<file path="config.mk">
export PLATFORM = sky130hd
export DESIGN_NAME = root_bridge_address_decoder_top
export DESIGN_NICKNAME = d
export VERILOG_FILES = /design/src/rbad_pkg.sv /design/src/rbad_front.sv /design/src/rbad_queue.sv /design/src/rbad_back.sv /design/src/root_bridge_address_decoder_top.sv
export SDC_FILE = /design/constraint.sdc
export NUM_CORES = 2
export LEC_CHECK = 0
export BUFFER_PORTS_ARGS = -buffer_cell sky130_fd_sc_hd__buf_2
export CELL_PAD_IN_SITES_DETAIL_PLACEMENT = 2
export CELL_PAD_IN_SITES_GLOBAL_PLACEMENT = 2
export CORE_UTILIZATION = 38
export DETAILED_ROUTE_END_ITERATION = 12
export PLACE_DENSITY = 0.82
export SETUP_SLACK_MARGIN = 0.15
export SYNTH_ARGS = -nofsm -noshare
export SYNTH_HDL_FRONTEND = slang
export SYNTH_SLANG_ARGS = --single-unit
</file>
<file path="constraint.sdc">
create_clock -name clk -period 44.4 [get_ports clk]
set_clock_uncertainty 0.05 [all_clocks]
set_input_delay 13.32 -clock clk [delete_from_list [all_inputs] [get_ports clk]]
set_output_delay 13.32 -clock clk [all_outputs]
set_load 0.01 [all_outputs]
</file>
<file path="src/rbad_pkg.sv">
package rbad_pkg;

  localparam logic [1:0] OP_LOAD = 2'd0;
  localparam logic [1:0] OP_MEM  = 2'd1;
  localparam logic [1:0] OP_IO   = 2'd2;
  localparam logic [1:0] OP_CFG  = 2'd3;

  localparam logic [1:0] ST_OK          = 2'd0;
  localparam logic [1:0] ST_INVALID     = 2'd1;
  localparam logic [1:0] ST_UNSUPPORTED = 2'd2;

  localparam logic CFG_MMCFG_BASE = 1'b0;
  localparam logic CFG_LEGACY     = 1'b1;

  localparam logic [3:0]  WIDTH_CODE_LIMIT = 4'd12;
  localparam logic [7:0]  DEV_MAX          = 8'd31;
  localparam logic [7:0]  FUNC_MAX         = 8'd7;
  localparam logic [11:0] LEGACY_REG_MAX   = 12'h0ff;
  localparam logic [11:0] ECAM_REG_MAX     = 12'hfff;
  localparam logic [31:0] CF8_ENABLE       = 32'h8000_0000;

  localparam int Q_DEPTH = 2;

  typedef struct packed {
    logic [1:0]  op;
    logic [3:0]  width_code;
    logic [63:0] bus_address;
    logic [31:0] element_count;
    logic [11:0] element_index;
    logic [2:0]  window_index;
    logic [63:0] window_base;
    logic [63:0] window_limit;
    logic [63:0] window_offset;
  } in_item_t;

  typedef struct packed {
    logic [1:0]  status;
    logic [63:0] target_address;
    logic        legacy_cycle;
    logic [31:0] cf8_word;
    logic [1:0]  data_port_offset;
  } out_item_t;

  // Classified request handed from the front end to the back end.
  // addr/end_addr/aux carry base/limit/offset for a window load.
  typedef struct packed {
    logic [1:0]  op;
    logic [2:0]  window_index;
    logic        window_en;
    logic        span_ok;
    logic [1:0]  cfg_status;
    logic        legacy;
    logic [63:0] addr;
    logic [63:0] end_addr;
    logic [63:0] aux;
    logic [31:0] cf8;
    logic [1:0]  port;
  } cmd_t;

endpackage

</file>
<file path="src/rbad_front.sv">
module rbad_front (
  input  logic              clk,
  input  logic              rst_n,
  input  logic              in_valid,
  output logic              in_stall,
  input  rbad_pkg::in_item_t in_data,
  input  logic              legacy_mode,
  output logic              cmd_valid,
  input  logic              cmd_ready,
  output rbad_pkg::cmd_t    cmd_data
);

  logic           valid_r;
  logic           valid_nxt;
  rbad_pkg::cmd_t cmd_r;
  rbad_pkg::cmd_t cmd_nxt;
  logic           accept;

  logic [1:0]  sh;
  logic        code_bad;
  logic        is_fifo;
  logic [7:0]  cfg_reg;
  logic [7:0]  cfg_func;
  logic [7:0]  cfg_dev;
  logic [7:0]  cfg_bus;
  logic [31:0] cfg_ext;
  logic [31:0] cfg_off;
  logic [63:0] span_base;
  logic [31:0] elements;
  logic [34:0] span_m1;
  logic [64:0] end_sum;
  logic [2:0]  align_mask;
  logic        misalign;
  logic        span_ok;
  logic [11:0] reg_max;
  logic        too_high;
  logic        pre_invalid;
  logic        elem_bad;
  logic [11:0] elem_sel;
  logic [14:0] elem_step;
  logic [7:0]  low8;
  logic [1:0]  cfg_status;

  assign accept   = in_valid && !in_stall;
  assign in_stall = valid_r && !cmd_ready;

  always_comb begin
    sh        = in_data.width_code[1:0];
    code_bad  = in_data.width_code >= rbad_pkg::WIDTH_CODE_LIMIT;
    is_fifo   = in_data.width_code[3:2] == 2'b01;
    cfg_reg   = in_data.bus_address[7:0];
    cfg_func  = in_data.bus_address[15:8];
    cfg_dev   = in_data.bus_address[23:16];
    cfg_bus   = in_data.bus_address[31:24];
    cfg_ext   = in_data.bus_address[63:32];
    cfg_off   = (cfg_ext != 32'd0) ? cfg_ext : {24'd0, cfg_reg};
    span_base = (in_data.op == rbad_pkg::OP_CFG) ? {32'd0, cfg_off} : in_data.bus_address;
    elements  = is_fifo ? 32'd1 : in_data.element_count;
    span_m1   = ({3'd0, elements} << sh) - 35'd1;
    // Last byte of the span; a carry or an all-ones end means it runs off the top.
    end_sum   = {1'b0, span_base} + {30'd0, span_m1};
    align_mask = 3'((4'd1 << sh) - 4'd1);
    misalign  = (span_base[2:0] & align_mask) != 3'd0;
    span_ok   = !code_bad && (in_data.element_count != 32'd0) && !misalign &&
                !end_sum[64] && !(&end_sum[63:0]);
    reg_max   = legacy_mode ? rbad_pkg::LEGACY_REG_MAX : rbad_pkg::ECAM_REG_MAX;
    too_high  = end_sum[63:0] > {52'd0, reg_max};
    pre_invalid = code_bad || (cfg_dev > rbad_pkg::DEV_MAX) || (cfg_func > rbad_pkg::FUNC_MAX);
    elem_bad  = {20'd0, in_data.element_index} >= in_data.element_count;
    // Fifo accesses repeat the first element's address.
    elem_sel  = is_fifo ? 12'd0 : in_data.element_index;
    elem_step = {3'd0, elem_sel} << sh;
    low8      = cfg_off[7:0] + elem_step[7:0];

    if (pre_invalid) begin
      cfg_status = rbad_pkg::ST_INVALID;
    end else if (!span_ok || too_high) begin
      cfg_status = rbad_pkg::ST_UNSUPPORTED;
    end else if (legacy_mode && elem_bad) begin
      cfg_status = rbad_pkg::ST_INVALID;
    end else begin
      cfg_status = rbad_pkg::ST_OK;
    end

    cmd_nxt              = '0;
    cmd_nxt.op           = in_data.op;
    cmd_nxt.window_index = in_data.window_index;
    cmd_nxt.window_en    = in_data.window_base <= in_data.window_limit;
    cmd_nxt.span_ok      = span_ok;
    cmd_nxt.cfg_status   = cfg_status;
    cmd_nxt.legacy       = legacy_mode;
    cmd_nxt.cf8          = rbad_pkg::CF8_ENABLE |
                           {8'd0, cfg_bus, cfg_dev[4:0], cfg_func[2:0], low8[7:2], 2'b00};
    cmd_nxt.port         = low8[1:0];
    unique case (in_data.op)
      rbad_pkg::OP_LOAD: begin
        cmd_nxt.addr     = in_data.window_base;
        cmd_nxt.end_addr = in_data.window_limit;
        cmd_nxt.aux      = in_data.window_offset;
      end
      rbad_pkg::OP_MEM, rbad_pkg::OP_IO: begin
        cmd_nxt.addr     = in_data.bus_address;
        cmd_nxt.end_addr = end_sum[63:0];
        cmd_nxt.aux      = 64'd0;
      end
      default: begin
        cmd_nxt.addr     = in_data.bus_address;
        cmd_nxt.end_addr = end_sum[63:0];
        cmd_nxt.aux      = {36'd0, cfg_bus, cfg_dev[4:0], cfg_func[2:0], cfg_off[11:0]};
      end
    endcase
  end

  always_comb begin
    if (accept) begin
      valid_nxt = 1'b1;
    end else if (cmd_ready) begin
      valid_nxt = 1'b0;
    end else begin
      valid_nxt = valid_r;
    end
  end

  always_ff @(posedge clk) begin
    if (!rst_n) begin
      valid_r <= 1'b0;
    end else begin
      valid_r <= valid_nxt;
    end
  end

  always_ff @(posedge clk) begin
    if (accept) begin
      cmd_r <= cmd_nxt;
    end
  end

  assign cmd_valid = valid_r;
  assign cmd_data  = cmd_r;

endmodule

</file>
<file path="src/rbad_queue.sv">
module rbad_queue (
  input  logic           clk,
  input  logic           rst_n,
  input  logic           push_valid,
  output logic           push_ready,
  input  rbad_pkg::cmd_t push_data,
  output logic           pop_valid,
  input  logic           pop_ready,
  output rbad_pkg::cmd_t pop_data
);

  localparam int PTR_W = $clog2(rbad_pkg::Q_DEPTH);
  localparam int CNT_W = $clog2(rbad_pkg::Q_DEPTH + 1);

  rbad_pkg::cmd_t   ent_r [rbad_pkg::Q_DEPTH];
  logic [PTR_W-1:0] wr_ptr_r;
  logic [PTR_W-1:0] wr_ptr_nxt;
  logic [PTR_W-1:0] rd_ptr_r;
  logic [PTR_W-1:0] rd_ptr_nxt;
  logic [CNT_W-1:0] cnt_r;
  logic [CNT_W-1:0] cnt_nxt;
  logic             push;
  logic             pop;

  assign push_ready = cnt_r != CNT_W'(rbad_pkg::Q_DEPTH);
  assign pop_valid  = cnt_r != '0;
  assign push       = push_valid && push_ready;
  assign pop        = pop_valid && pop_ready;
  assign pop_data   = ent_r[rd_ptr_r];

  always_comb begin
    wr_ptr_nxt = wr_ptr_r;
    rd_ptr_nxt = rd_ptr_r;
    cnt_nxt    = cnt_r;
    if (push) begin
      wr_ptr_nxt = (wr_ptr_r == PTR_W'(rbad_pkg::Q_DEPTH - 1)) ? '0 : wr_ptr_r + 1'b1;
    end
    if (pop) begin
      rd_ptr_nxt = (rd_ptr_r == PTR_W'(rbad_pkg::Q_DEPTH - 1)) ? '0 : rd_ptr_r + 1'b1;
    end
    if (push && !pop) begin
      cnt_nxt = cnt_r + 1'b1;
    end else if (pop && !push) begin
      cnt_nxt = cnt_r - 1'b1;
    end
  end

  always_ff @(posedge clk) begin
    if (!rst_n) begin
      wr_ptr_r <= '0;
      rd_ptr_r <= '0;
      cnt_r    <= '0;
    end else begin
      wr_ptr_r <= wr_ptr_nxt;
      rd_ptr_r <= rd_ptr_nxt;
      cnt_r    <= cnt_nxt;
    end
  end

  always_ff @(posedge clk) begin
    if (push) begin
      ent_r[wr_ptr_r] <= push_data;
    end
  end

endmodule

</file>
<file path="src/rbad_back.sv">
module rbad_back #(
  parameter int NUM_WINDOWS = 6
) (
  input  logic                clk,
  input  logic                rst_n,
  input  logic                cmd_valid,
  output logic                cmd_ready,
  input  rbad_pkg::cmd_t      cmd_data,
  input  logic [63:0]         mmcfg_base,
  output logic                out_valid,
  input  logic                out_stall,
  output rbad_pkg::out_item_t out_data
);

  localparam int IDX_W = $clog2(NUM_WINDOWS);

  // Window tables
  logic [63:0]            base_r   [NUM_WINDOWS];
  logic [63:0]            limit_r  [NUM_WINDOWS];
  logic [63:0]            offset_r [NUM_WINDOWS];
  logic [NUM_WINDOWS-1:0] en_r;

  // Lookup stage
  logic        s1_v_r;
  logic        s1_v_nxt;
  logic [1:0]  s1_op_r;
  logic [1:0]  s1_status_r;
  logic [1:0]  s1_status_nxt;
  logic [IDX_W-1:0] s1_sel_r;
  logic [IDX_W-1:0] s1_sel_nxt;
  logic        s1_legacy_r;
  logic [63:0] s1_addr_r;
  logic [63:0] s1_aux_r;
  logic [31:0] s1_cf8_r;
  logic [1:0]  s1_port_r;

  // Result register
  logic                out_valid_r;
  logic                out_valid_nxt;
  rbad_pkg::out_item_t out_r;
  rbad_pkg::out_item_t out_nxt;

  logic                   out_ready;
  logic                   s1_move;
  logic                   pop;
  logic                   load_ok;
  logic                   load_wr;
  logic                   bus_ok;
  logic [NUM_WINDOWS-1:0] hit;
  logic                   any_hit;

  assign out_ready = !out_valid_r || !out_stall;
  assign s1_move   = s1_v_r && out_ready;
  assign cmd_ready = !s1_v_r || out_ready;
  assign pop       = cmd_valid && cmd_ready;
  assign load_ok   = {1'b0, cmd_data.window_index} < 4'(NUM_WINDOWS);
  assign load_wr   = pop && (cmd_data.op == rbad_pkg::OP_LOAD) && load_ok;
  assign bus_ok    = ({56'd0, cmd_data.addr[31:24]} >= base_r[0]) &&
                     ({56'd0, cmd_data.addr[31:24]} <= limit_r[0]);

  // Window 1 serves I/O, windows 2 and up serve memory.
  always_comb begin
    for (int i = 0; i < NUM_WINDOWS; i++) begin
      hit[i] = en_r[i] && (cmd_data.addr >= base_r[i]) && (cmd_data.end_addr <= limit_r[i]) &&
               (((cmd_data.op == rbad_pkg::OP_IO) && (i == 1)) ||
                ((cmd_data.op == rbad_pkg::OP_MEM) && (i >= 2)));
    end
    any_hit    = |hit;
    s1_sel_nxt = '0;
    for (int i = NUM_WINDOWS - 1; i >= 0; i--) begin
      if (hit[i]) begin
        s1_sel_nxt = IDX_W'(i);
      end
    end
  end

  always_comb begin
    unique case (cmd_data.op)
      rbad_pkg::OP_LOAD: begin
        s1_status_nxt = load_ok ? rbad_pkg::ST_OK : rbad_pkg::ST_INVALID;
      end
      rbad_pkg::OP_MEM, rbad_pkg::OP_IO: begin
        s1_status_nxt = (cmd_data.span_ok && any_hit) ? rbad_pkg::ST_OK : rbad_pkg::ST_INVALID;
      end
      default: begin
        // A bus outside window 0 outranks every later config check.
        s1_status_nxt = bus_ok ? cmd_data.cfg_status : rbad_pkg::ST_INVALID;
      end
    endcase
  end

  always_comb begin
    if (pop) begin
      s1_v_nxt = 1'b1;
    end else if (s1_move) begin
      s1_v_nxt = 1'b0;
    end else begin
      s1_v_nxt = s1_v_r;
    end
    if (s1_move) begin
      out_valid_nxt = 1'b1;
    end else if (!out_stall) begin
      out_valid_nxt = 1'b0;
    end else begin
      out_valid_nxt = out_valid_r;
    end
  end

  always_comb begin
    out_nxt        = '0;
    out_nxt.status = s1_status_r;
    if (s1_status_r == rbad_pkg::ST_OK) begin
      unique case (s1_op_r)
        rbad_pkg::OP_LOAD: begin
          out_nxt.target_address = 64'd0;
        end
        rbad_pkg::OP_MEM, rbad_pkg::OP_IO: begin
          out_nxt.target_address = s1_addr_r - offset_r[s1_sel_r];
        end
        default: begin
          if (s1_legacy_r) begin
            out_nxt.legacy_cycle     = 1'b1;
            out_nxt.cf8_word         = s1_cf8_r;
            out_nxt.data_port_offset = s1_port_r;
          end else begin
            out_nxt.target_address = mmcfg_base + s1_aux_r;
          end
        end
      endcase
    end
  end

  always_ff @(posedge clk) begin
    if (!rst_n) begin
      for (int i = 0; i < NUM_WINDOWS; i++) begin
        base_r[i]   <= '1;
        limit_r[i]  <= '0;
        offset_r[i] <= '0;
      end
      en_r <= '0;
    end else if (load_wr) begin
      base_r[cmd_data.window_index[IDX_W-1:0]]   <= cmd_data.addr;
      limit_r[cmd_data.window_index[IDX_W-1:0]]  <= cmd_data.end_addr;
      offset_r[cmd_data.window_index[IDX_W-1:0]] <= cmd_data.aux;
      en_r[cmd_data.window_index[IDX_W-1:0]]     <= cmd_data.window_en;
    end
  end

  always_ff @(posedge clk) begin
    if (!rst_n) begin
      s1_v_r      <= 1'b0;
      out_valid_r <= 1'b0;
    end else begin
      s1_v_r      <= s1_v_nxt;
      out_valid_r <= out_valid_nxt;
    end
  end

  always_ff @(posedge clk) begin
    if (pop) begin
      s1_op_r     <= cmd_data.op;
      s1_status_r <= s1_status_nxt;
      s1_sel_r    <= s1_sel_nxt;
      s1_legacy_r <= cmd_data.legacy;
      s1_addr_r   <= cmd_data.addr;
      s1_aux_r    <= cmd_data.aux;
      s1_cf8_r    <= cmd_data.cf8;
      s1_port_r   <= cmd_data.port;
    end
    if (s1_move) begin
      out_r <= out_nxt;
    end
  end

  assign out_valid = out_valid_r;
  assign out_data  = out_r;

`ifndef ASSERT_OFF
  a_out_from_lookup: assert property (@(posedge clk) disable iff (!rst_n)
    $rose(out_valid_r) |-> $past(s1_v_r))
    else $error("result appeared without a request in the lookup stage");

  a_lookup_held: assert property (@(posedge clk) disable iff (!rst_n)
    (s1_v_r && !out_ready) |=> s1_v_r)
    else $error("lookup stage dropped a request while the result register was full");

  a_error_clean: assert property (@(posedge clk) disable iff (!rst_n)
    (out_valid_r && out_r.status != rbad_pkg::ST_OK) |->
      (out_r.target_address == 64'd0 && !out_r.legacy_cycle &&
       out_r.cf8_word == 32'd0 && out_r.data_port_offset == 2'd0))
    else $error("error result carries nonzero fields");

  a_legacy_shape: assert property (@(posedge clk) disable iff (!rst_n)
    (out_valid_r && out_r.legacy_cycle) |->
      (out_r.target_address == 64'd0 && out_r.cf8_word[31] && out_r.status == rbad_pkg::ST_OK))
    else $error("malformed CF8 cycle result");
`endif

endmodule

</file>
<file path="src/root_bridge_address_decoder_top.sv">
// Root bridge address decoder.
// Input channel (in_valid / in_stall / in_data): one request per item. A load
// writes one address window; a memory or I/O access is checked and translated
// through windows 1..NUM_WINDOWS-1; a config access yields an ECAM address or
// one CF8 word with its CFC data-port offset.
// Result channel (out_valid / out_stall / out_data): exactly one result per
// request, in request order.
// Config channel (cfg_valid / cfg_ready / cfg_index / cfg_data): always ready;
// index 0 is the ECAM base, index 1 selects legacy CF8/CFC config cycles.
// Write it only while no request is in flight.
// A request passes through the input register, the queue, the window lookup
// stage and the result register, in that order.
// Throughput: one request per cycle while out_stall is low; the window lookup
// stage runs once per request and sets the rate.
// Reset clears all windows to disabled, the ECAM base to zero and legacy mode
// off. A stalled result holds; requests keep entering until the two-entry
// queue between classifier and lookup fills, then in_stall rises.
module root_bridge_address_decoder_top #(
  parameter int NUM_WINDOWS = 6
) (
  input  logic                clk,
  input  logic                rst_n,
  input  logic                in_valid,
  output logic                in_stall,
  input  rbad_pkg::in_item_t  in_data,
  output logic                out_valid,
  input  logic                out_stall,
  output rbad_pkg::out_item_t out_data,
  input  logic                cfg_valid,
  output logic                cfg_ready,
  input  logic                cfg_index,
  input  logic [63:0]         cfg_data
);

  logic [63:0]    mmcfg_base_r;
  logic           legacy_r;
  logic           cfg_wr;

  logic           f_valid;
  logic           f_ready;
  rbad_pkg::cmd_t f_data;
  logic           q_valid;
  logic           q_ready;
  rbad_pkg::cmd_t q_data;

  assign cfg_ready = 1'b1;
  assign cfg_wr    = cfg_valid && cfg_ready;

  always_ff @(posedge clk) begin
    if (!rst_n) begin
      mmcfg_base_r <= 64'd0;
      legacy_r     <= 1'b0;
    end else if (cfg_wr) begin
      unique case (cfg_index)
        rbad_pkg::CFG_MMCFG_BASE: mmcfg_base_r <= cfg_data;
        rbad_pkg::CFG_LEGACY:     legacy_r     <= cfg_data[0];
        default: ;
      endcase
    end
  end

  rbad_front u_front (
    .clk        (clk),
    .rst_n      (rst_n),
    .in_valid   (in_valid),
    .in_stall   (in_stall),
    .in_data    (in_data),
    .legacy_mode(legacy_r),
    .cmd_valid  (f_valid),
    .cmd_ready  (f_ready),
    .cmd_data   (f_data)
  );

  rbad_queue u_queue (
    .clk       (clk),
    .rst_n     (rst_n),
    .push_valid(f_valid),
    .push_ready(f_ready),
    .push_data (f_data),
    .pop_valid (q_valid),
    .pop_ready (q_ready),
    .pop_data  (q_data)
  );

  rbad_back #(
    .NUM_WINDOWS(NUM_WINDOWS)
  ) u_back (
    .clk       (clk),
    .rst_n     (rst_n),
    .cmd_valid (q_valid),
    .cmd_ready (q_ready),
    .cmd_data  (q_data),
    .mmcfg_base(mmcfg_base_r),
    .out_valid (out_valid),
    .out_stall (out_stall),
    .out_data  (out_data)
  );

endmodule
</file>
**Word level (Yosys, flattened, before mapping)**

Memories as Yosys holds them, arrays and structs flattened. A register that Yosys moved wholly into a read port is not among the register bits.
Index checks and enable logic that the tools add are counted.

- Bits in registers: 575
- RAM bits: 1604
- Bits of input ports: 379
- Output and inout bits: 104
- Logic and storage cells: 208
- Memories: 4

Memories:

| memory | depth | width | read ports | clocked after Yosys merged registers in | write ports | line | source |
|---|---|---|---|---|---|---|---|
| u_queue.ent_r | 2 | 226 | 1 | 1 | 1 | rbad_queue.sv:15 | `rbad_pkg::cmd_t ent_r [rbad_pkg::Q_DEPTH];` |
| u_back.base_r | 6 | 64 | 6 | 0 | 6 | rbad_back.sv:18 | `logic [63:0] base_r [NUM_WINDOWS];` |
| u_back.limit_r | 6 | 64 | 6 | 0 | 6 | rbad_back.sv:19 | `logic [63:0] limit_r [NUM_WINDOWS];` |
| u_back.offset_r | 6 | 64 | 1 | 0 | 6 | rbad_back.sv:20 | `logic [63:0] offset_r [NUM_WINDOWS];` |

- $add $sub $neg: 10
- Order comparisons: 21
- Eq/ne operators: 10
- Shift-type cells: 3
- Multiplexer cells: 49
- Bitwise logic cells: 4
- Reduce and logical (&&, ||, !) cells: 73

Operator list:

| operator | count |
|---|---|
| $le A64 B64 Y1 | 6 |
| $pmux W192 S2 | 1 |
| $ge A64 B64 Y1 | 5 |
| $mux W64 | 5 |
| $reduce_or A64 Y1 | 3 |
| $pmux W64 S2 | 1 |
| $add A64 B35 Y65 | 1 |
| $add A64 B64 Y64 | 1 |
| $ge A8 B64 Y1 | 1 |
| $gt A64 B12 Y1 | 1 |
| $le A8 B64 Y1 | 1 |
| $mux W32 | 2 |
| $reduce_and A64 Y1 | 1 |
| $reduce_bool A32 Y1 | 2 |
| $sub A64 B64 Y64 | 1 |
| $mux W35 | 1 |
| $shl A32 B2 Y35 | 1 |
| $sub A35 B1 Y35 const B | 1 |
| $ge A12 B32 Y1 | 1 |
| $logic_and A1 B1 Y1 | 32 |
| $mux W12 | 2 |
| $mux W1 | 23 |
| $mux W3 | 5 |
| $logic_not A1 Y1 | 12 |
| 32 further kinds | 60 |

**Depth between registers and ports, before layout**

- Word-level depth: 12
- Gate-level depth with buffers: 31
- Gate-level depth less buffers: 25

**By module**

A second synthesis with hierarchy kept.

- Cell total of the unflattened synthesis: 9773
- Area total of the unflattened synthesis: 120524.3 sq um

By module, submodules not included:

| module | times used | cells each | area an instance (sq um) | seq. area each (sq um) |
|---|---|---|---|---|
| rbad_back | 1 | 6880 | 82766.9 | 46714.8 |
| rbad_front | 1 | 1851 | 17673.2 | 6806.5 |
| rbad_queue | 1 | 758 | 17405.4 | 14273.7 |
| root_bridge_address_decoder_top | 1 | 284 | 2678.8 | 1301.2 |

**Least setup slack after synthesis**

Ideal clock, no wire load.

- Path type: input-to-reg
- From: input out_stall
- To: memory u_back.base_r[3][0], enable pin
- Setup time: 1.012 ns
- Arrival time: 35.889 ns
- Required time: 43.338 ns
- Slack: 7.449 ns
- Cell stages on the path: 6
- Path buffers: 0
- Cell sequence: nand3_1 nor2b_1 nand2_1 nor2_1 nand2_1 o21ai_0

RTL lines:

| item | line | source |
|---|---|---|
| from (decl) | root_bridge_address_decoder_top.sv:27 | `input logic out_stall,` |
| to (decl) | rbad_back.sv:18 |  |

==> flow_metrics.py <==
metrics = {
    "clocking": {
        "hold_buffers": 0,
        "cts_tree": "built",
        "clock-sinks": 2288,
        "post_cts_buffers": 0,
        "htree_levels": 5,
        "cts-buffers-inserted": 266,
        "clock-root-buffer": "clkbuf_16",
        "clkSlewWorstSetupHoldPaths_ps": 60,
        "ctsResizeCount": 0,
        "cts_buffer_depth": 4,
        "clk_latency_ps": 920,
    },
    "place": {
        "place_congestion": 0.942,
        "portBuffers": 472,
        "dp_slack_ps": 22810,
        "post-dp-hpwl_microns": 359000,
    },
    "synth": {
        "netlist_instances": 9532,
        "avgSynthCellArea_sq_um": 12.2,
        "ys_ff_latch": 2288,
        "synth_edf_count": 2210,
        "syn_area_sq_um": 116000,
        "ys_dominant_reg_cell": "edfxtp_1",
        "yosysSeqAreaShare": 0.584,
        "yosys_warnings": 0,
        "yosysUniqueCellTypes": 94,
        "synth_async_sr_flop_share": 0,
    },
    "power": {
        "p_comb_frac": 0.346,
        "clock_power_share": 0.291,
        "seqPwrFrac": 0.363,
        "p_sw_frac": 0.389,
        "p_switching_mw": 3.00,
        "ir_drop_mv": 0.0630,
        "p_int_mw": 4.70,
        "p_leak_nw": 53.9,
        "p_per_area_nw_per_um2": 57.8,
    },
    "setup_path": {
        "startpoint": "in_data[303]",
        "rr_endpoint": "u_back.s1_status_r[0]",
        "crit_end": "u_front.cmd_data[229]",
        "worstPathRequired_ps": 44960,
        "crit_arrival_ps": 21300,
        "rrSetupSlack_ps": 34880,
        "rr_worst_depth": 18,
        "startpoint_type": "primary input",
        "crit_type": "in2reg",
        "path_max_fanout": 59,
        "end_kind": "flip-flop",
    },
    "final_layout": {
        "multiInputGateArea_sq_um": 43800,
        "fillers": 30292,
        "syn_to_final_growth_pct": 14.5,
        "seqCellArea_sq_um": 67900,
        "final_nets": 11498,
        "layout-drive-gt1-share": 0.125,
        "postLayoutCoreUtil": 0.439,
    },
    "grt": {
        "overflow": 0,
        "grt_pass1_vias": 94537,
        "grt_max_degree": 211,
        "antenna_found_initial": 66,
        "grt_pass1_wl_microns": 718000,
        "grt_use_total": 0.324,
    },
    "sta": {
        "setup_slack_ps": 23660,
        "slew_violations": 109,
        "min_period_over_period": 0.467,
        "setup_viol": 0,
        "setup_tns_ps": 0,
        "relSlewSlack": -0.0371,
        "worst_hold_slack_ps": 371,
        "finalCriticalPeriod_ps": 20740,
        "rsz0062_at_grt": "no",
        "max_freq_ghz": 0.0482,
        "worst_pin_slew_ps": 1560,
        "hold_viol": 0,
    },
    "floorplan": {
        "start_util": 0.383,
        "core.rowCount": 202,
        "ios": 483,
        "fp.coreArea_sq_um": 304000,
        "die_area_sq_um": 308000,
        "die_w_microns": 555,
        "die_y_microns": 555,
    },
    "flow_run": {
        "drv_cap": 0,
    },
    "routing": {
        "initialDrtViolationCount": 8627,
        "drtPass1Iterations": 5,
        "vias": 87534,
        "wl_per_cell_microns": 35.2,
        "drcViolationCount": 0,
        "wirelength_microns": 511000,
        "ant_nets": 0,
        "vias_per_cell": 6.04,
    },
    "run_status": {
        "status": "finished, violations left",
        "violations": "max-slew violations",
    },
    "hold_path": {
        "hp-class": "reg2reg",
    },
}
-- critical path: stages --
cell      delay [ps]
buf_2             80
buf_4            610
nor2_1           140
nor4_1           420
a21boi_0         460
and3_1           400
nand3_1          170
nor3_1           530
nand4_1          210
xor2_1           210
ha_1             430
a21oi_1          360
o21ai_1          180
a21oi_1          340
o221ai_1         210
a41oi_1          450
and2_1           690
o31a_1           260
nor2_1            90
or4_1            620
or4_1            470
nor4_1           440
a41oi_1          170
-- sequential cells by signal, summed over array words and instances (netlist names), named ones only --
signal / flops
u_back.offset_r: 512
u_queue.ent_r: 452
u_back.base_r: 384
u_back.limit_r: 384
u_front.cmd_data: 226
u_back.out_data: 92
mmcfg_base_r: 64
u_back.s1_addr_r: 64
u_back.s1_aux_r: 64
u_back.s1_cf8_r: 22
u_back.en_r: 5
u_back.s1_sel_r: 3
u_back.s1_op_r: 2
u_back.s1_port_r: 2
u_back.s1_status_r: 2
u_queue.cnt_r: 2
legacy_r: 1
u_back.out_valid: 1
u_back.s1_legacy_r: 1
u_back.s1_v_r: 1
u_front.cmd_valid: 1
u_queue.rd_ptr_r: 1
u_queue.wr_ptr_r: 1
-- cell usage in the layout, fill, tap and decap left out, types with 131 or more instances in the layout --
| cell | instances |
|---|---|
| edfxtp_1 | 2210 |
| inv_1 | 990 |
| ha_1 | 915 |
| nor2_1 | 637 |
| nand2_1 | 630 |
| buf_2 | 471 |
| nor3_1 | 460 |
| a21oi_1 | 396 |
| a21o_1 | 319 |
| nand3_1 | 285 |
| mux2i_1 | 277 |
| o21ai_0 | 272 |
| clkbuf_16 | 269 |
| nand4_1 | 202 |
| buf_4 | 192 |
| conb_1 | 138 |
| mux4_2 | 131 |
-- cell usage after synthesis (all sizes together), types with 78 or more instances --
library cell	instances	share of area
a21o	319	0.021
a21oi	397	0.017
a22o	116	0.0087
and2	90	0.0048
clkbuf	333	0.011
dfxtp	78	0.013
edfxtp	2210	0.57
ha	916	0.099
inv	990	0.032
mux2i	288	0.025
mux4	131	0.025
nand2	633	0.020
nand3	289	0.012
nand4	202	0.011
nor2	643	0.021
nor2b	101	0.0054
nor3	462	0.020
o21ai	284	0.012
xnor2	125	0.0094
xor2	82	0.0062
-- power by group through the flow --
stage | registers, mW | logic [mW] | clock network, mW
after global placement | 2.80 | 2.32 | 0
after detailed placement | 2.83 | 2.51 | 0
final | 2.80 | 2.67 | 2.24
after floorplan | 2.82 | 1.42 | 0
after global routing | 2.80 | 2.76 | 2.31
after CTS | 2.79 | 2.60 | 2.26
-- through the flow --
stage / power [mW] / area (sq um) / std cells
2_1_floorplan: 4.24 / 117000 / 9668
3_3_place_gp: 5.12 / 125000 / 14011
3_5_place_dp: 5.34 / 125000 / 14011
4_1_cts: 7.65 / 133000 / 14479
5_1_grt: 7.88 / 133000 / 14486
6_report: 7.70 / 133000 / 14501
-- worst min-delay path by stage --
stage / startpoint / to / slack (ps) / depth (start not counted)
floorplan: u_front.cmd_data[0] / u_queue.ent_r[0][0] / 370 / 0
global placement: u_front.cmd_data[109] / u_queue.ent_r[0][99] / 370 / 0
detailed placement: u_front.cmd_data[150] / u_queue.ent_r[1][140] / 390 / 0
CTS: u_front.cmd_data[200] / u_queue.ent_r[0][190] / 380 / 0
global route: u_front.cmd_data[200] / u_queue.ent_r[0][190] / 390 / 0
finish: u_front.cmd_data[200] / u_queue.ent_r[0][190] / 370 / 0
-- final cells by class --
class	instances	area share
multi-input cells	5981	0.329
inverters	990	0.0279
flip-flops and latches	2288	0.510
diodes	22	0.000413
repair buffers	672	0.0299
clock inverters	135	0.0113
clock buffers	333	0.0528
well taps	4080	0.0383
-- routing by layer --
metal  routed length [microns]  vias up  global-route usage
li1                          -    36258                   -
met1                    197000    45628               0.398
met3                     36700     1215              0.0506
met2                    247000     4399               0.551
met5                       245        -                   0
met4                     30000       34               0.168
-- kinds of logic (layout without fill, tap and decap cells) --
kind of cell	count (synthesis)	count (layout)	share of synthesized area
XOR/XNOR	207	207	0.0156
buffers and inverters	1399	2130	0.0457
adder cells (fa/ha/maj)	920	920	0.0993
AND/OR/NAND/NOR	2668	2668	0.109
multiplexers	483	483	0.0564
flip-flops	2288	2288	0.584
AO/OA/AOI/OAI	1565	1565	0.0891
other	2	160	0.0000646
Note: power is estimated with default switching activity, not from simulation.
